`src/rtl/frame_rms_agc_macros.svh`:
```
// assertion macros for the frame rms agc block
`ifndef FRAME_RMS_AGC_MACROS_SVH
`define FRAME_RMS_AGC_MACROS_SVH
`ifndef SYNTHESIS
`define AGC_ASSERT(label, clk, rst_n, prop, msg) \
    label: assert property (@(posedge clk) disable iff (!rst_n) prop) else $error(msg);
`define AGC_NEVER(label, clk, rst_n, cond, msg) \
    label: assert property (@(posedge clk) disable iff (!rst_n) !(cond)) else $error(msg);
`else
`define AGC_ASSERT(label, clk, rst_n, prop, msg)
`define AGC_NEVER(label, clk, rst_n, cond, msg)
`endif
`endif

```
`src/rtl/frm_agc_pkg.sv`:
```
// shared types and constants for the frame rms agc block
package frm_agc_pkg;
    localparam int FRAME_MAX = 64;
    localparam int STORE_AW  = 6;
    localparam int CNT_W     = 7;
    localparam int ENERGY_W  = 37;
    localparam logic [15:0] UNITY_GAIN    = 16'd4096;
    localparam logic [15:0] RMS_THRESHOLD = 16'd32;

    localparam logic [2:0] REG_TARGET  = 3'd0;
    localparam logic [2:0] REG_CEILING = 3'd1;
    localparam logic [2:0] REG_FLOOR   = 3'd2;
    localparam logic [2:0] REG_ATTACK  = 3'd3;
    localparam logic [2:0] REG_RELEASE = 3'd4;

    typedef struct packed {
        logic                bank;
        logic [CNT_W-1:0]    count;
        logic [ENERGY_W-1:0] energy;
        logic                speech;
    } t_frame_desc;

    typedef struct packed {
        logic [14:0] target_level;
        logic [15:0] gain_ceiling;
        logic [15:0] gain_floor;
        logic [15:0] attack_weight;
        logic [15:0] release_weight;
    } t_agc_cfg;

    typedef enum logic [3:0] {
        ST_IDLE,
        ST_DIV_MEAN,
        ST_SQRT,
        ST_DIV_GAIN,
        ST_PICK,
        ST_MUL,
        ST_UPD,
        ST_RD,
        ST_PROD,
        ST_OUT
    } t_back_state;
endpackage

```
`src/rtl/frm_agc_fifo.sv`:
```
// two-entry queue of closed frame descriptors
module frm_agc_fifo
    import frm_agc_pkg::*;
(
    input  logic        i_clk,
    input  logic        i_rst_n,
    input  logic        i_push,
    input  t_frame_desc i_push_desc,
    input  logic        i_pop,
    output t_frame_desc o_head,
    output logic        o_empty,
    output logic        o_full
);
`include "frame_rms_agc_macros.svh"

    t_frame_desc r_ent [2];
    logic        r_wp;
    logic        r_rp;
    logic [1:0]  r_cnt;

    assign o_empty = (r_cnt == 2'd0);
    assign o_full  = (r_cnt == 2'd2);
    assign o_head  = r_ent[r_rp];

    always_ff @(posedge i_clk) begin
        if (i_push) begin
            r_ent[r_wp] <= i_push_desc;
        end
    end

    always_ff @(posedge i_clk) begin
        if (!i_rst_n) begin
            r_wp  <= 1'b0;
            r_rp  <= 1'b0;
            r_cnt <= 2'd0;
        end else begin
            if (i_push) begin
                r_wp <= ~r_wp;
            end
            if (i_pop) begin
                r_rp <= ~r_rp;
            end
            if (i_push && !i_pop) begin
                r_cnt <= r_cnt + 2'd1;
            end else if (!i_push && i_pop) begin
                r_cnt <= r_cnt - 2'd1;
            end
        end
    end

    `AGC_NEVER(a_no_push_full, i_clk, i_rst_n, i_push && o_full, "push into full queue")
    `AGC_NEVER(a_no_pop_empty, i_clk, i_rst_n, i_pop && o_empty, "pop from empty queue")
    `AGC_ASSERT(a_push_fills, i_clk, i_rst_n, (i_push && !i_pop) |=> !o_empty, "queue lost entry")
    `AGC_ASSERT(a_ptr_count, i_clk, i_rst_n, (r_cnt == 2'd1) |-> (r_wp != r_rp), "pointer mismatch")
endmodule

```
`config.mk`:
```
export PLATFORM = sky130hd
export DESIGN_NAME = frm_agc_fifo
export DESIGN_NICKNAME = d
export VERILOG_FILES = /design/src/rtl/frm_agc_pkg.sv /design/src/rtl/frm_agc_fifo.sv
export VERILOG_INCLUDE_DIRS = /design/src /design/src/rtl
export SDC_FILE = /design/constraint.sdc
export NUM_CORES = 1
export LEC_CHECK = 0
export ABC_AREA = 1
export ABC_CLOCK_PERIOD_IN_PS = 2900
export BUFFER_PORTS_ARGS = -buffer_cell sky130_fd_sc_hd__buf_2
export CORE_MARGIN = 2
export CORE_UTILIZATION = 28
export CTS_CLUSTER_DIAMETER = 80
export DETAILED_ROUTE_END_ITERATION = 10
export HOLD_SLACK_MARGIN = 0.1
export PLACE_DENSITY_LB_ADDON = 0.12
export RECOVER_POWER = 25
export SLEW_MARGIN = 20
export SYNTH_ARGS = -nofsm -noshare
export SYNTH_HDL_FRONTEND = slang
export SYNTH_SLANG_ARGS = --single-unit
```
`constraint.sdc`:
```
create_clock -name i_clk -period 2.9 [get_ports i_clk]
set_input_delay 0.145 -clock i_clk [delete_from_list [all_inputs] [get_ports i_clk]]
set_output_delay 0.145 -clock i_clk [all_outputs]
set_load 0.01 [all_outputs]
```
==> reports/qor.yml <==
clocking:
  cts_resized: 0
  htreeDepth: 3
  clock-sinks: 97
  cts_max_path_buffers: 2
  clkSlewWorstSetupHoldPaths_ns: 0.06
  cts-root-buf: "clkbuf_16"
  cts_buffers: 9
  tritoncts: "built"
  clock_latency_ns: 0.34
cells_and_area:
  synthToLayoutAreaGrowth_pct: 38.5
  stdcell_area_mm2: 0.00519
  final_common_cell: "edfxtp_1"
  diodes: 0
  drive_gt1_share_pct: 41.2
  nNetsFinal: 386
  fin_cells: 516
  final_cell_mix: "92 x edfxtp_1, 72 x buf_2, 49 x dlygate4sd3_1"
timing:
  hold_viol_final: 0
  relSlewSlack_pct: 51.3
  fin_tns_setup_ns: 0
  maxClockFrequency_mhz: 507
  whs_ns: 0.200
  fin_crit_sh_pct: 68.1
  rsz0062_at_grt: "false"
  setup_viol: 0
  maxSlewViolCount: 0
  period_minus_slack_ns: 1.97
  finClkSkew_ns: 0.00534
  worst_pin_slew_ns: 0.729
die:
  die_area_mm2: 0.0143
  die_w_um: 120
  ioPinCount: 98
  die_h_um: 120
  rows: 42
  start_util_pct: 28.5
  coreArea_mm2: 0.0131
grt:
  grt_max_degree: 29
  grt_pass1_vias: 2101
  grt_pass1_wl_um: 11000
  grt_antenna_before_repair: 0
  track_usage_pct: 10.5
  grt_overflow: 0
worst_setup_path:
  r2r_start: "r_wp$_SDFFE_PN0P_"
  cp_max_fo: 28
  r2r_end: "r_ent[1][20]$_DFFE_PP_"
  critPathLaunchType: "flop"
  cp.required_ns: 2.76
  critPathCaptureType: "output pin"
  r2r_setup_slack_ns: 1.29
  crit_type: "reg2out"
  worst-r2r-cell-count: 3
  arrival_ns: 1.83
placement:
  gp_congestion: 0.725
  io_buffers: 97
  hpwl_um: 4590
  place_area_mm2: 0.00443
  dp_cells: 451
logic_synthesis:
  yosysWarnings: 0
  syn_nets: 229
  syn_area_mm2: 0.00375
  syn_inst: 178
  avgSynthCellArea_um2: 21.1
  ys_seq_area_share_pct: 76.3
  ys_ff_latch: 97
  synth_cell_type_count: 14
detailed_routing:
  first_pass_iters: 3
  vias_per_cell: 3.97
  drt-total-wl_um: 7270
  ant_nets: 0
  drc: 0
  drt_iter0_markers: 52
  dr_total_vias: 2046
  avgRoutedWirePerCell_um: 14.1
pwr:
  vdd_drop_max_v: 0.000350
  power_leakage_nw: 2.03
  power.density_mw_per_mm2: 626
status:
  status: "finished, final reports clean"
hold_path:
  min_to: "r_cnt[0]$_SDFFE_PN0P_"
  whs_path_depth: 3
  min-delay-start: "i_push"
  hold_class: "in2reg"
run:
  maxCapViolCount: 0
-- sequential cells by signal, indices dropped and copies added, names as in the netlist, named ones only --
signal and cells:
r_rp 1, r_ent 92, r_cnt 2, r_wp 1
-- through the flow --
step	utilization (%)	setup slack (ns)	power [W]
after floorplan	-	0.196	0.00188
after global placement	33.7	1.20	0.00201
after detailed placement	33.7	1.21	0.00201
after CTS	39.7	0.854	0.00330
after global routing	39.5	0.827	0.00339
final	39.5	0.926	0.00325
-- worst max-delay path by stage --
stage                                  endpoint  depth (start not counted)         startpoint
after CTS                            o_head[10]                          3               flop
final                                o_head[10]                          3               flop
after floorplan           r_ent[0][0]$_DFFE_PP_                          1  r_wp$_SDFFE_PN0P_
after global placement    r_ent[1][7]$_DFFE_PP_                          3  r_wp$_SDFFE_PN0P_
after detailed placement  r_ent[1][7]$_DFFE_PP_                          3  r_wp$_SDFFE_PN0P_
after global routing                  o_head[0]                          3               flop
-- final cells by class --
class                   instances  area (um2)
well taps                     176         220
flip-flops and latches         97        2870
repair buffers                151         997
multi-input cells              68         773
inverters                       8        30.0
fillers                      1263        7950
clock buffers                  13         240
clock inverters                 3        65.1
-- per-layer routing --
| layer | GRT usage (%) | routed length, um | share of wire, % |
|---|---|---|---|
| met1 | 12.3 | 3180 | 44 |
| met2 | 17.5 | 3530 | 49 |
| met3 | 3.23 | 416 | 5.7 |
| met4 | 5.51 | 137 | 1.9 |
| met5 | 0 | 0 | 0 |
-- kinds of logic after synthesis --
| kind of cell | Yosys count | share of synthesized area (%) |
|---|---|---|
| DFF | 97 | 76.3 |
| muxes | 46 | 17.8 |
| and+or+nand+nor | 19 | 2.00 |
| adders and majority gates | 1 | 0.334 |
| AOI/OAI and AO/OA | 2 | 0.267 |
| buffers and inverters | 13 | 3.24 |
-- power by group --
part,switching (W),internal (W),leakage (nW),total (W)
clock,0.000476,0.000756,0.148,0.00123
combinational,0.000160,0.000205,0.972,0.000365
sequential,0.0000349,0.00162,0.906,0.00165
total,0.000671,0.00258,2.03,0.00325
-- Yosys cell counts (all sizes together) --
cell type	count	area share [%]
a21oi	1	0.13
buf	5	2.4
dfxtp	5	2.7
edfxtp	92	74
ha	1	0.33
inv	8	0.80
mux2	46	18
nand2	8	0.80
nand3	1	0.13
nand4	1	0.17
nor2	9	0.90
o21ai	1	0.13
-- worst max-delay path: stages, from the launching register on --
cell and delay, ns:
dfxtp_4 0.69, buf_4 0.32, mux2_4 0.33, buf_2 0.14
-- repair_timing --
action / in CTS / in global routing
endpoints found under the hold margin: 97 / 0
setup buffers: 0 / 0
hold buffers: 49 / 0
Note: power is estimated with default switching activity, not from simulation.
