--- config.mk ---
export PLATFORM = sky130hd
export DESIGN_NAME = frm_agc_front
export DESIGN_NICKNAME = d
export VERILOG_FILES = /design/src/rtl/frame_rms_agc_macros.svh /design/src/rtl/frm_agc_pkg.sv /design/src/rtl/frm_agc_front.sv
export SDC_FILE = /design/constraint.sdc
export NUM_CORES = 2
export LEC_CHECK = 0
export BUFFER_PORTS_ARGS = -buffer_cell sky130_fd_sc_hd__buf_2
export CAP_MARGIN = 5
export CELL_PAD_IN_SITES_DETAIL_PLACEMENT = 1
export CELL_PAD_IN_SITES_GLOBAL_PLACEMENT = 2
export CORE_ASPECT_RATIO = 0.5
export CORE_MARGIN = 4
export CORE_UTILIZATION = 45
export CTS_CLUSTER_SIZE = 10
export DETAILED_ROUTE_END_ITERATION = 6
export PLACE_DENSITY_LB_ADDON = 0.1
export SYNTH_ARGS = -nofsm -noshare
export SYNTH_HDL_FRONTEND = slang
export SYNTH_SLANG_ARGS = --single-unit
--- constraint.sdc ---
create_clock -name i_clk -period 10.9 [get_ports i_clk]
set_clock_uncertainty 0.05 [all_clocks]
set_input_delay 1.635 -clock i_clk [delete_from_list [all_inputs] [get_ports i_clk]]
set_output_delay 1.635 -clock i_clk [all_outputs]
set_load 0.05 [all_outputs]
--- src/rtl/frame_rms_agc_macros.svh ---
// assertion macros for the frame rms agc block
`ifndef FRAME_RMS_AGC_MACROS_SVH
`define FRAME_RMS_AGC_MACROS_SVH
`ifndef SYNTHESIS
`define AGC_ASSERT(label, clk, rst_n, prop, msg) \
    label: assert property (@(posedge clk) disable iff (!rst_n) prop) else $error(msg);
`define AGC_NEVER(label, clk, rst_n, cond, msg) \
    label: assert property (@(posedge clk) disable iff (!rst_n) !(cond)) else $error(msg);
`else
`define AGC_ASSERT(label, clk, rst_n, prop, msg)
`define AGC_NEVER(label, clk, rst_n, cond, msg)
`endif
`endif

--- src/rtl/frm_agc_pkg.sv ---
// shared types and constants for the frame rms agc block
package frm_agc_pkg;
    localparam int FRAME_MAX = 64;
    localparam int STORE_AW  = 6;
    localparam int CNT_W     = 7;
    localparam int ENERGY_W  = 37;
    localparam logic [15:0] UNITY_GAIN    = 16'd4096;
    localparam logic [15:0] RMS_THRESHOLD = 16'd32;

    localparam logic [2:0] REG_TARGET  = 3'd0;
    localparam logic [2:0] REG_CEILING = 3'd1;
    localparam logic [2:0] REG_FLOOR   = 3'd2;
    localparam logic [2:0] REG_ATTACK  = 3'd3;
    localparam logic [2:0] REG_RELEASE = 3'd4;

    typedef struct packed {
        logic                bank;
        logic [CNT_W-1:0]    count;
        logic [ENERGY_W-1:0] energy;
        logic                speech;
    } t_frame_desc;

    typedef struct packed {
        logic [14:0] target_level;
        logic [15:0] gain_ceiling;
        logic [15:0] gain_floor;
        logic [15:0] attack_weight;
        logic [15:0] release_weight;
    } t_agc_cfg;

    typedef enum logic [3:0] {
        ST_IDLE,
        ST_DIV_MEAN,
        ST_SQRT,
        ST_DIV_GAIN,
        ST_PICK,
        ST_MUL,
        ST_UPD,
        ST_RD,
        ST_PROD,
        ST_OUT
    } t_back_state;
endpackage

--- src/rtl/frm_agc_front.sv ---
// input side: sample store, energy sum and frame closing
module frm_agc_front
    import frm_agc_pkg::*;
(
    input  logic                  i_clk,
    input  logic                  i_rst_n,
    input  logic                  i_valid,
    input  logic                  i_full,
    input  logic [15:0]           i_sample,
    input  logic                  i_speech,
    input  logic                  i_last,
    input  logic [STORE_AW:0]     i_rd_addr,
    output logic [15:0]           o_rd_data,
    output logic                  o_ready,
    output logic                  o_push,
    output t_frame_desc           o_desc
);
    logic [15:0]         r_mem [2*FRAME_MAX];
    logic                r_bank;
    logic [CNT_W-1:0]    r_fill;
    logic [ENERGY_W-1:0] r_energy;
    logic [CNT_W-1:0]    n_fill;
    logic [ENERGY_W-1:0] n_energy;
    logic signed [31:0]  sq;
    logic                accept;
    logic                close;

    assign o_ready  = !i_full;
    assign accept   = i_valid && o_ready;
    assign sq       = $signed(i_sample) * $signed(i_sample);
    assign n_fill   = r_fill + CNT_W'(1);
    assign n_energy = r_energy + {{(ENERGY_W-32){1'b0}}, sq};
    assign close    = i_last || (n_fill == CNT_W'(FRAME_MAX));
    assign o_push   = accept && close;

    always_comb begin
        o_desc.bank   = r_bank;
        o_desc.count  = n_fill;
        o_desc.energy = n_energy;
        o_desc.speech = i_speech;
    end

    always_ff @(posedge i_clk) begin
        if (accept) begin
            r_mem[{r_bank, r_fill[STORE_AW-1:0]}] <= i_sample;
        end
        o_rd_data <= r_mem[i_rd_addr];
    end

    always_ff @(posedge i_clk) begin
        if (!i_rst_n) begin
            r_bank   <= 1'b0;
            r_fill   <= '0;
            r_energy <= '0;
        end else if (accept) begin
            if (close) begin
                r_bank   <= ~r_bank;
                r_fill   <= '0;
                r_energy <= '0;
            end else begin
                r_fill   <= n_fill;
                r_energy <= n_energy;
            end
        end
    end
endmodule

==> results.cfg <==
[sta]
report.final.hold_viol_count = 0
fin_crit_ns = 10.72
drv_slew = 0
timing.setup.tns_ns = 0
rsz0062_at_grt = yes
slew_headroom_pct = 14.7
period_share_pct = 98.4
fmaxAchievable_mhz = 93.3
fin_ws_ns = 0.177
tightest_slew_ns = 1.28
setup_viol_count_final = 0

[critical_path]
setup.worst_path.class = input pin to output pin
cp_max_fo = 5
crit_path_start_kind = input pin
crit_arrival_ns = 9.04
timing.rr.start = r_energy[0]$_SDFFE_PN0P_
r2r_slack_ns = 7.39
slowest_stage = fa_1
slowest_delay_ns = 0.53
reg2regPathDepth = 14
worst_r2r_endpoint = r_energy[34]$_SDFFE_PN0P_
cp-end-kind = output pin
crit_required_ns = 9.22
cp_common_cell = fa_1

[run_status]
status = complete, no violations

[placement]
dp_slack_ns = -0.647
gp_congestion = 0.790
dpl.hpwl_microns = 156000
numPortBuffers = 90
placed_area_sq_um = 97500

[clocking]
clk_pin_slew_ns = 0.06
h-tree-depth = 4
clk_latency_ns = 0.88
ctsRootBufferMaster = clkbuf_16
cts_sinks = 2109
cts_tree = built
clk_path_buf_depth = 4
cts_buffers = 238

[hold_path]
hold_depth = 2
hold_path_end = r_energy[6]$_SDFFE_PN0P_
hold_path_startpoint = r_energy[6]$_SDFFE_PN0P_
min_path_type = register to register

[synthesis]
ys_ff_latch = 2109
synth_area_per_cell_sq_um = 20.2
yosys.area.top_type_share_pct = 67.7
ys_seq_area_share_pct = 69.1
syn_area_sq_um = 90800
ys_warn_count = 0
async_reset_ff_share_pct = 0
synth_edf_count = 2048
yosys-top-cells-area = edfxtp_1, mux4_2, fa_1, ha_1, inv_1
yosys_most_used_dff = edfxtp_1
netlist_instances = 4490
syn_nets = 4873
synth_cell_types = 62
synth_top_cell_by_area = edfxtp_1

[global_route]
grt_pass1_vias = 49913
grtUsageTotal_pct = 23.9
grt_pass1_wl_microns = 361000
grt_max_degree = 114
grt-ovfl-total = 0
antenna_found_initial = 24

[drt]
vias_per_cell = 5.87
postRouteAntennaNets = 0
drtIter0Drc = 4993
drtPass1Iterations = 5
finalWirelength_microns = 250000
drc = 0
num_vias = 46132
avgRoutedWirePerCell_microns = 31.8

[final_layout]
drive_gt1_share_pct = 32.2
stdcell_area_sq_um = 105000
fin_nets = 5472
fillCellCount = 17759
syn2layout_area_growth_pct = 16.2

[floorplan]
initial_core_util_pct = 45.3
dieArea_sq_um = 209000
die_x_microns = 643
core_sq_um = 200000
die_h_microns = 326
io_pins = 93
core.rowCount = 116

[run]
maxCapViolations = 0
## metal layers
| layer | up-vias | track usage [%] | routed length, microns |
|---|---|---|---|
| met5 | - | 0 | 13 |
| met2 | 1631 | 38.6 | 120000 |
| met4 | 2 | 4.83 | 4800 |
| li1 | 19000 | - | - |
| met1 | 25170 | 34.4 | 105000 |
| met3 | 329 | 4.45 | 19900 |
## flip-flops by register name, indices dropped and copies added, names as in the netlist
signal	flops
r_mem	2048
o_rd_data	16
r_energy	37
r_fill	7
r_bank	1
## logic make-up after synthesis
group	Yosys count	share of synthesized area (%)
adder cells (fa/ha/maj)	354	6.84
multiplexers	690	16.9
AND/OR/NAND/NOR	493	2.46
flip-flops	2109	69.1
XOR/XNOR	78	0.752
buffers and inverters	549	2.36
AO/OA/AOI/OAI	217	1.62
## what timing repair did
| action | in CTS | in global routing |
|---|---|---|
| endpoints found under the setup margin | 15 | 17 |
| cloned | 1 | 4 |
| hold buffers | 0 | 0 |
| gates resized for setup | 84 | 146 |
| buffers inserted | 12 | 22 |
| pin swaps | 26 | 73 |
## through the flow
stage                     instances  util, %  hold slack, ns
after CTS                      7838     52.2           0.423
final                          7865     52.7           0.418
after global placement         7468     48.7           0.405
after global routing           7861     52.7           0.440
after detailed placement       7468     48.7           0.414
after floorplan                4490        -           0.395
## layout by cell type, fill, tap and decap left out, types with 7 or more instances in the layout
cell type	instances
mux2_2	17
nor2_1	146
buf_2	61
nand2b_1	14
edfxtp_1	2048
dfxtp_1	61
o211ai_1	8
inv_1	327
nand2_1	126
a21oi_1	34
a22oi_1	10
nor2_2	36
xnor2_2	8
and2_1	39
buf_12	21
ha_1	99
buf_6	23
buf_4	450
o21ai_1	9
clkbuf_16	246
nand3_1	32
mux4_2	672
xor2_1	22
a21boi_0	11
fa_1	230
o21a_1	13
ha_4	18
nor2b_1	24
a22o_1	16
fa_2	7
nand2_2	11
a21oi_2	15
o21ai_0	15
xnor2_1	46
nand4_1	11
a21o_1	25
clkbuf_1	107
## cell usage after synthesis, drive strengths merged (6+ instances only)
cell type / count
ha: 117
o21a: 13
a22o: 16
nand2: 139
clkbuf: 131
edfxtp: 2048
xnor2: 55
mux2: 17
nor2: 186
a31oi: 8
buf: 83
a21boi: 11
inv: 334
a21oi: 51
a22oi: 10
fa: 237
mux4: 672
nand4: 11
o211ai: 8
o21ai: 34
and2: 45
nor3: 10
nand2b: 15
nand3: 36
dfxtp: 61
o31ai: 6
nor2b: 25
xor2: 23
a21o: 25
## critical path: cells and delay by family
| family | cells | cell delay [ns] |
|---|---|---|
| AO/OA/AOI/OAI | 9 | 1.36 |
| adder cells (fa/ha/maj) | 8 | 3.55 |
| buffers and inverters | 12 | 1.32 |
| XOR/XNOR | 2 | 0.29 |
| AND/OR/NAND/NOR | 6 | 0.84 |
## final cells by class
| type | instances | area, sq um | area share [%] |
|---|---|---|---|
| sequential | 2109 | 62700 | 59.5 |
| multi-input combinational | 1832 | 26800 | 25.4 |
| clock buffer | 349 | 6460 | 6.12 |
| timing repair buffer | 573 | 4760 | 4.51 |
| tap | 2655 | 3320 | 3.15 |
| inverter | 335 | 1270 | 1.20 |
| clock inverter | 8 | 108 | 0.102 |
| antenna | 4 | 10.0 | 0.00949 |
## how the worst max path moves through the flow
stage	startpoint	to	slack, ns	depth (start not counted)
finish	i_sample[4]	o_desc[36]	0.18	37
global route	i_sample[4]	o_desc[36]	-0.15	37
CTS	i_sample[1]	o_desc[37]	0.003	34
detailed placement	i_sample[15]	o_desc[36]	-0.65	33
global placement	i_sample[15]	o_desc[36]	-0.70	34
floorplan	i_sample[4]	o_desc[37]	0.04	30
Power is not shown: default switching activity piles up to over one toggle a cycle in this logic, so the estimate is an artifact.
