--- src/rtl/frame_rms_agc_macros.svh ---
// assertion macros for the frame rms agc block
`ifndef FRAME_RMS_AGC_MACROS_SVH
`define FRAME_RMS_AGC_MACROS_SVH
`ifndef SYNTHESIS
`define AGC_ASSERT(label, clk, rst_n, prop, msg) \
    label: assert property (@(posedge clk) disable iff (!rst_n) prop) else $error(msg);
`define AGC_NEVER(label, clk, rst_n, cond, msg) \
    label: assert property (@(posedge clk) disable iff (!rst_n) !(cond)) else $error(msg);
`else
`define AGC_ASSERT(label, clk, rst_n, prop, msg)
`define AGC_NEVER(label, clk, rst_n, cond, msg)
`endif
`endif

--- src/rtl/frm_agc_pkg.sv ---
// shared types and constants for the frame rms agc block
package frm_agc_pkg;
    localparam int FRAME_MAX = 64;
    localparam int STORE_AW  = 6;
    localparam int CNT_W     = 7;
    localparam int ENERGY_W  = 37;
    localparam logic [15:0] UNITY_GAIN    = 16'd4096;
    localparam logic [15:0] RMS_THRESHOLD = 16'd32;

    localparam logic [2:0] REG_TARGET  = 3'd0;
    localparam logic [2:0] REG_CEILING = 3'd1;
    localparam logic [2:0] REG_FLOOR   = 3'd2;
    localparam logic [2:0] REG_ATTACK  = 3'd3;
    localparam logic [2:0] REG_RELEASE = 3'd4;

    typedef struct packed {
        logic                bank;
        logic [CNT_W-1:0]    count;
        logic [ENERGY_W-1:0] energy;
        logic                speech;
    } t_frame_desc;

    typedef struct packed {
        logic [14:0] target_level;
        logic [15:0] gain_ceiling;
        logic [15:0] gain_floor;
        logic [15:0] attack_weight;
        logic [15:0] release_weight;
    } t_agc_cfg;

    typedef enum logic [3:0] {
        ST_IDLE,
        ST_DIV_MEAN,
        ST_SQRT,
        ST_DIV_GAIN,
        ST_PICK,
        ST_MUL,
        ST_UPD,
        ST_RD,
        ST_PROD,
        ST_OUT
    } t_back_state;
endpackage

--- src/rtl/frm_agc_back.sv ---
// frame side: mean, root, gain divide, smoothing and sample scaling
module frm_agc_back
    import frm_agc_pkg::*;
(
    input  logic              i_clk,
    input  logic              i_rst_n,
    input  t_agc_cfg          i_cfg,
    input  logic              i_gain_reset,
    input  logic              i_empty,
    input  t_frame_desc       i_head,
    input  logic [15:0]       i_rd_data,
    input  logic              i_out_ready,
    output logic [STORE_AW:0] o_rd_addr,
    output logic              o_pop,
    output logic              o_out_valid,
    output logic [15:0]       o_out_data,
    output logic              o_out_last
);
    t_back_state          r_state;
    t_back_state          n_state;
    logic [ENERGY_W-1:0]  r_acc;
    logic [15:0]          r_rem;
    logic [15:0]          r_dvs;
    logic [17:0]          r_srem;
    logic [15:0]          r_root;
    logic [5:0]           r_cnt;
    logic [15:0]          r_goal;
    logic [15:0]          r_wt;
    logic                 r_up;
    logic [31:0]          r_prod;
    logic [15:0]          r_gain;
    logic [STORE_AW-1:0]  r_idx;
    logic                 r_neg;

    logic [16:0]          rem_sh;
    logic                 div_ge;
    logic [15:0]          rem_n;
    logic [ENERGY_W-1:0]  acc_div;
    logic [19:0]          srem_sh;
    logic [19:0]          trial;
    logic                 sq_ge;
    logic [17:0]          srem_n;
    logic [15:0]          root_n;
    logic                 use_goal;
    logic [15:0]          d_ceil;
    logic [15:0]          d_clamp;
    logic [15:0]          diff;
    logic [15:0]          s_mag;
    logic [32:0]          rnd;
    logic [20:0]          p;
    logic [15:0]          scaled;
    logic                 last_item;
    logic                 out_free;

    // shared restoring divider step
    assign rem_sh  = {r_rem, r_acc[ENERGY_W-1]};
    assign div_ge  = rem_sh >= {1'b0, r_dvs};
    assign rem_n   = div_ge ? 16'(rem_sh - {1'b0, r_dvs}) : rem_sh[15:0];
    assign acc_div = {r_acc[ENERGY_W-2:0], div_ge};

    // digit-by-digit square root step, two radicand bits per cycle
    assign srem_sh = {r_srem, r_acc[31:30]};
    assign trial   = {2'b00, r_root, 2'b01};
    assign sq_ge   = srem_sh >= trial;
    assign srem_n  = sq_ge ? 18'(srem_sh - trial) : srem_sh[17:0];
    assign root_n  = {r_root[14:0], sq_ge};
    assign use_goal = i_head.speech && (root_n > RMS_THRESHOLD);

    assign d_ceil  = (r_acc > {{(ENERGY_W-16){1'b0}}, i_cfg.gain_ceiling})
                     ? i_cfg.gain_ceiling : r_acc[15:0];
    assign d_clamp = (d_ceil < i_cfg.gain_floor) ? i_cfg.gain_floor : d_ceil;
    assign diff    = r_up ? (r_goal - r_gain) : (r_gain - r_goal);

    assign s_mag   = i_rd_data[15] ? (~i_rd_data + 16'd1) : i_rd_data;
    assign rnd     = {1'b0, r_prod} + 33'd2048;
    assign p       = rnd[32:12];
    always_comb begin
        if (r_neg) begin
            scaled = (p > 21'd32768) ? 16'h8000 : (~p[15:0] + 16'd1);
        end else begin
            scaled = (p > 21'd32767) ? 16'h7fff : p[15:0];
        end
    end

    assign last_item = ({1'b0, r_idx} + CNT_W'(1)) == i_head.count;
    assign out_free  = !o_out_valid || i_out_ready;

    always_comb begin
        n_state = r_state;
        unique case (r_state)
            ST_IDLE:     if (!i_empty) n_state = ST_DIV_MEAN;
            ST_DIV_MEAN: if (r_cnt == 6'd0) n_state = ST_SQRT;
            ST_SQRT: begin
                if (r_cnt == 6'd0) n_state = use_goal ? ST_DIV_GAIN : ST_MUL;
            end
            ST_DIV_GAIN: if (r_cnt == 6'd0) n_state = ST_PICK;
            ST_PICK:     n_state = ST_MUL;
            ST_MUL:      n_state = ST_UPD;
            ST_UPD:      n_state = ST_RD;
            ST_RD:       n_state = ST_PROD;
            ST_PROD:     n_state = ST_OUT;
            ST_OUT: begin
                if (out_free) n_state = last_item ? ST_IDLE : ST_RD;
            end
            default:     n_state = ST_IDLE;
        endcase
    end

    always_comb begin
        o_rd_addr = {i_head.bank, r_idx};
        o_pop     = (r_state == ST_OUT) && out_free && last_item;
    end

    always_ff @(posedge i_clk) begin
        if (!i_rst_n) begin
            r_state <= ST_IDLE;
        end else begin
            r_state <= n_state;
        end
    end

    always_ff @(posedge i_clk) begin
        case (r_state)
            ST_IDLE: begin
                r_acc <= i_head.energy;
                r_dvs <= {{(16-CNT_W){1'b0}}, i_head.count};
                r_rem <= '0;
                r_cnt <= 6'(ENERGY_W - 1);
            end
            ST_DIV_MEAN: begin
                r_acc <= acc_div;
                r_rem <= rem_n;
                r_cnt <= r_cnt - 6'd1;
                if (r_cnt == 6'd0) begin
                    r_srem <= '0;
                    r_root <= '0;
                    r_cnt  <= 6'd15;
                end
            end
            ST_SQRT: begin
                r_acc  <= {r_acc[ENERGY_W-3:0], 2'b00};
                r_srem <= srem_n;
                r_root <= root_n;
                r_cnt  <= r_cnt - 6'd1;
                if (r_cnt == 6'd0) begin
                    r_acc  <= {10'd0, i_cfg.target_level, 12'd0};
                    r_dvs  <= root_n;
                    r_rem  <= '0;
                    r_cnt  <= 6'(ENERGY_W - 1);
                    r_goal <= UNITY_GAIN;
                    r_wt   <= i_cfg.release_weight;
                    r_up   <= UNITY_GAIN >= r_gain;
                end
            end
            ST_DIV_GAIN: begin
                r_acc <= acc_div;
                r_rem <= rem_n;
                r_cnt <= r_cnt - 6'd1;
            end
            ST_PICK: begin
                r_goal <= d_clamp;
                r_wt   <= (d_clamp < r_gain) ? i_cfg.attack_weight : i_cfg.release_weight;
                r_up   <= d_clamp >= r_gain;
            end
            ST_MUL: begin
                r_prod <= r_wt * diff;
            end
            ST_PROD: begin
                r_prod <= s_mag * r_gain;
                r_neg  <= i_rd_data[15];
            end
            default: begin
            end
        endcase
    end

    always_ff @(posedge i_clk) begin
        if (!i_rst_n) begin
            r_gain      <= UNITY_GAIN;
            r_idx       <= '0;
            o_out_valid <= 1'b0;
        end else begin
            if (i_gain_reset) begin
                r_gain <= UNITY_GAIN;
            end else if (r_state == ST_UPD) begin
                r_gain <= r_up ? (r_gain + r_prod[31:16]) : (r_gain - r_prod[31:16]);
            end
            if (r_state == ST_UPD) begin
                r_idx <= '0;
            end else if (r_state == ST_OUT && out_free && !last_item) begin
                r_idx <= r_idx + STORE_AW'(1);
            end
            if (r_state == ST_OUT && out_free) begin
                o_out_valid <= 1'b1;
            end else if (i_out_ready) begin
                o_out_valid <= 1'b0;
            end
        end
    end

    always_ff @(posedge i_clk) begin
        if (r_state == ST_OUT && out_free) begin
            o_out_data <= scaled;
            o_out_last <= last_item;
        end
    end
endmodule
--- config.mk ---
export PLATFORM = sky130hd
export DESIGN_NAME = frm_agc_back
export DESIGN_NICKNAME = d
export VERILOG_FILES = /design/src/rtl/frame_rms_agc_macros.svh /design/src/rtl/frm_agc_pkg.sv /design/src/rtl/frm_agc_back.sv
export SDC_FILE = /design/constraint.sdc
export NUM_CORES = 2
export LEC_CHECK = 0
export ABC_AREA = 1
export BUFFER_PORTS_ARGS = -buffer_cell sky130_fd_sc_hd__buf_2
export CORE_MARGIN = 1.5
export CORE_UTILIZATION = 60
export DETAILED_ROUTE_END_ITERATION = 6
export GPL_ROUTABILITY_DRIVEN = 0
export GPL_TIMING_DRIVEN = 0
export PLACE_DENSITY = 0.79
export SETUP_SLACK_MARGIN = 0.15
export SLEW_MARGIN = 20
export SYNTH_ARGS = -nofsm -noshare
export SYNTH_HDL_FRONTEND = slang
export SYNTH_SLANG_ARGS = --single-unit
--- constraint.sdc ---
create_clock -name i_clk -period 10.5 [get_ports i_clk]
set_input_delay 0.525 -clock i_clk [delete_from_list [all_inputs] [get_ports i_clk]]
set_output_delay 0.525 -clock i_clk [all_outputs]
set_load 0.02 [all_outputs]
==> results.md <==
Cells and area:
- The flip-flop count of the largest register after layout is 37.
- The number of diodes is 0.
- The number of nets in the layout is between 5000 and 6000.
- In the final layout, the registers with the most flip-flops are r_acc x37, r_prod x21, r_srem x18.
- The multi-input combinational cells in the finished layout cover a total of 22860 µm².
- The fraction of layout cells with a size suffix above 1 is roughly 6.4%.
- The area added between synthesis and finish is 8.177%.
- The register with the most flip-flops is r_acc.
- The number of inserted filler cells in the final layout is 4637.
- The storage element area is 5976 µm².

Timing:
- The setup slack of the critical path after layout is 0.6510 ns.
- The count of final hold-check violations is 0.
- The max-slew headroom at the worst pin is 20.88%.
- Summed over all failing endpoints, the final setup total negative slack is 0 ns.
- The achievable frequency is 101.5 MHz.
- The number of pins exceeding their max-slew limit in the final report is 0.
- At the pin with the least slew margin, the transition time is 1.180 ns.
- The count of endpoints failing setup in the final report is 0.
- In the finished design, the share of the clock period the worst path needs comes to a little over nine tenths.
- The clock skew after layout is 0.02224 ns.
- Setup repair after global routing left no endpoint under its margin.
- The worst path in the final design needs a cycle of 9.849 ns, including I/O delays and setup.

GRT:
- The via count of the first global-routing pass is about 29000.
- The first global-routing pass estimated 147.2 mm of wire.
- The largest net degree at the start of global routing is 35.
- The total global-route track usage is 33.17%.
- The final global-route overflow total is 0.
- The number of antenna violations at the first check in global routing is 1.

Setup path:
- The worst register-to-register path begins at r_gain[3]$_SDFFE_PP0P_.
- By startpoint and endpoint, the worst setup path is classified as reg2reg.
- STA classifies the critical path startpoint as a register.
- STA classifies the critical path endpoint as a register.
- In this run the number of cells on the critical path is 37.
- The largest stage delay on the critical path is 0.76 ns.
- The kind of cell with the highest combined delay along the critical path is adder cells.
- The critical path endpoint is r_prod[25]$_DFFE_PP_.
- Counting cells, the worst reg-to-reg path comes to 37.
- The critical register-to-register path endpoint is r_prod[25]$_DFFE_PP_.
- The internal reg-to-reg setup slack is 0.65 ns.
- Along the worst path, the maximum fanout reaches 10.
- The required time at the endpoint of the critical path is around 11 ns.
- The source of the critical timing path is r_gain[3]$_SDFFE_PP0P_.
- The data arrival time of the worst path is 10.26 ns.
- The number of buffers and inverters on the critical path is 9.
- The cell with the largest stage delay on the worst path is sky130_fd_sc_hd__xor2_1.

Placed design:
- The minimum setup slack after placement is 0.6939 ns.
- The total of buffers placed on input and output ports is around 170.
- Once detailed placement completed, the half-perimeter wirelength came to 75.34 mm.

Clocking:
- Counting every sink on the clock net gives 208.
- The clock reaches the later pin of the worst-skew pair after 0.59 ns.
- Buffers inserted during clock tree synthesis total 26.
- The root buffer cell is sky130_fd_sc_hd__clkbuf_16.
- The largest buffer count on any clock path is 3.
- The maximum level of the CTS H-tree is 1.
- Clock-pin slew was measured on the worst setup and hold paths at 0.06 ns.
- TritonCTS built the clock tree.

Logic synthesis:
- The flip-flop cell with the highest count after synthesis is sky130_fd_sc_hd__edfxtp_1.
- Summed over its instances, the top area cell type makes up 23.94% of the synthesized netlist area.
- In the post-synthesis netlist, the biggest area contributors are sky130_fd_sc_hd__fa_1, sky130_fd_sc_hd__edfxtp_1, sky130_fd_sc_hd__ha_1, sky130_fd_sc_hd__nand2_1, sky130_fd_sc_hd__inv_1.
- In the synthesized netlist the async set-or-reset flop fraction comes to 0%.
- The net count after synthesis is 5094.
- The most area-hungry cell type in the Yosys netlist is sky130_fd_sc_hd__fa_1.
- After synthesis, flip-flops and latches occupy a little under a fifth of the total area.
- The count of unique library cells instantiated by Yosys is 58.
- The mean instance size in the synthesized netlist is 7.725 µm².
- The summed instance area of the synthesized netlist is 32610 µm².
- The number of enable flip-flop cells after synthesis is 181.
- The flip-flop and latch count after synthesis is 208.
- The cell count after synthesis came out at 4221.
- During synthesis, Yosys emitted a total of 0 warnings.

Die:
- The initial utilization of the core area, before any placement, comes to ~60%.
- The count of boundary I/O pins is 172.
- The die is 236.1 µm wide.
- The full die area is ~56000 µm².
- After floorplanning, the core was divided into 85 placement rows.
- The floorplan step set the die height to 236.1 µm.
- The total core area is 53810 µm².

Routing:
- The wire length reported by the detailed router is 91.44 mm.
- The overall via count from detail_route is 29416.
- After detailed routing, the average wire length per cell comes to 17.79 µm.
- The number of DRC violations after detailed routing is 2.
- The length of the first detailed-routing pass in iterations is 7.
- For this block, the initial DRC count from the detailed router was around 3200.
- Once detail routing completed, the nets flagged for antenna violations numbered 0.
- Using the TritonRoute via totals, the vias-per-cell ratio works out to 5.723.

Worst hold path:
- The worst hold-check path type is in2reg.

Run:
- The number of maximum-capacitance constraint violations is 0.

Run status:
- The run finished, with violations left.
- The checks that failed: design-rule violations.
## repair_timing
item,4_1_cts,5_1_grt
hold buffers,0,0
buffers inserted,0,3
gates resized for setup,0,2
setup endpoints to repair,0,10
## cell type report
cell class / count / share of cell area (%)
Sequential cell: 208 / 16.94
Inverter: 895 / 9.535
Timing Repair Buffer: 176 / 2.657
Tap cell: 696 / 2.469
Clock inverter: 11 / 0.2519
Multi-Input combinational cell: 3005 / 64.80
Buffer: 113 / 1.284
Clock buffer: 36 / 2.064
## worst reg2reg max path, delay by kind of cell (launching register included)
| kind | cells | cell delay (ns) |
|---|---|---|
| AOI/OAI and AO/OA | 9 | 1.77 |
| xor gates and xnor gates | 1 | 0.76 |
| adders and majority gates | 8 | 3.67 |
| buffers and inverters | 9 | 1.92 |
| DFF | 1 | 0.46 |
| and+or+nand+nor | 10 | 1.11 |
## through the flow
step / cell area [µm²] / util, % / cells / hold slack, ns
finish: 35270 / 65.55 / 5140 / 0.1783
global route: 35270 / 65.55 / 5140 / 0.1682
CTS: 35240 / 65.48 / 5137 / 0.1605
detailed placement: 34420 / 63.96 / 5090 / 0.5357
global placement: 34320 / 63.78 / 5086 / 0.5188
floorplan: 32610 / - / 4221 / 0.5063
## cell usage in the layout, fill, tap and decap left out, types with 26 or more instances in the layout
cell and instances:
sky130_fd_sc_hd__xnor2_1 33, sky130_fd_sc_hd__nor2_1 386, sky130_fd_sc_hd__buf_2 177, sky130_fd_sc_hd__dfxtp_1 27, sky130_fd_sc_hd__fa_1 390, sky130_fd_sc_hd__edfxtp_1 181, sky130_fd_sc_hd__nor3_1 37, sky130_fd_sc_hd__o21ai_0 199
sky130_fd_sc_hd__clkbuf_16 26, sky130_fd_sc_hd__nand2_1 916, sky130_fd_sc_hd__nand4_1 44, sky130_fd_sc_hd__nand3_1 130, sky130_fd_sc_hd__inv_1 874, sky130_fd_sc_hd__ha_1 337, sky130_fd_sc_hd__clkbuf_1 106, sky130_fd_sc_hd__o221ai_1 27
sky130_fd_sc_hd__a21oi_1 236, sky130_fd_sc_hd__xor2_1 73
## cells in the mapped netlist (all sizes together), types with 12 or more instances
master / instances
a21oi: 236
a31oi: 21
buf: 12
clkbuf: 101
clkinv: 18
dfxtp: 27
edfxtp: 181
fa: 390
ha: 337
inv: 877
nand2: 921
nand3: 131
nand4: 44
nor2: 394
nor3: 43
nor4: 18
o2111ai: 14
o211ai: 13
o21ai: 208
o221ai: 27
or2: 21
xnor2: 33
xor2: 75
## metal layers
| layer | wire length, µm | share of wire [%] | track usage (%) | vias to the layer above |
|---|---|---|---|---|
| met2 | 42050 | 46 | 54.16 | 1500 |
| met1 | 36660 | 40 | 44.42 | 13966 |
| met3 | 9297 | 10 | 6.202 | 230 |
| li1 | - | - | - | 13720 |
| met4 | 3432 | 3.8 | 11.38 | 0 |
| met5 | 0 | 0 | 0 | - |
## worst min path at each step
| stage | startpoint | slack (ns) | depth (start not counted) | end |
|---|---|---|---|---|
| floorplan | r_state[0]$_SDFFE_PN0P_ | 0.51 | 2 | r_state[0]$_SDFFE_PN0P_ |
| global placement | r_idx[5]$_SDFFE_PP0P_ | 0.52 | 2 | r_idx[5]$_SDFFE_PP0P_ |
| detailed placement | r_idx[1]$_SDFFE_PP0P_ | 0.54 | 2 | r_idx[1]$_SDFFE_PP0P_ |
| CTS | i_rd_data[15] | 0.16 | 1 | r_neg$_DFFE_PP_ |
| global route | i_rd_data[15] | 0.17 | 1 | r_neg$_DFFE_PP_ |
| finish | i_rd_data[15] | 0.18 | 1 | r_neg$_DFFE_PP_ |
## kinds of logic after synthesis
logic type	synth area share, %
AO/OA/AOI/OAI	10.08
XOR/XNOR	2.924
adder cells (fa/ha/maj)	36.88
buffers and inverters	11.69
flip-flops	18.33
multiplexers	0.03070
AND/OR/NAND/NOR	20.07
Power is left out: the tool's default activity adds up to more than one toggle a clock period on the data nets, which glitch-free logic cannot reach.
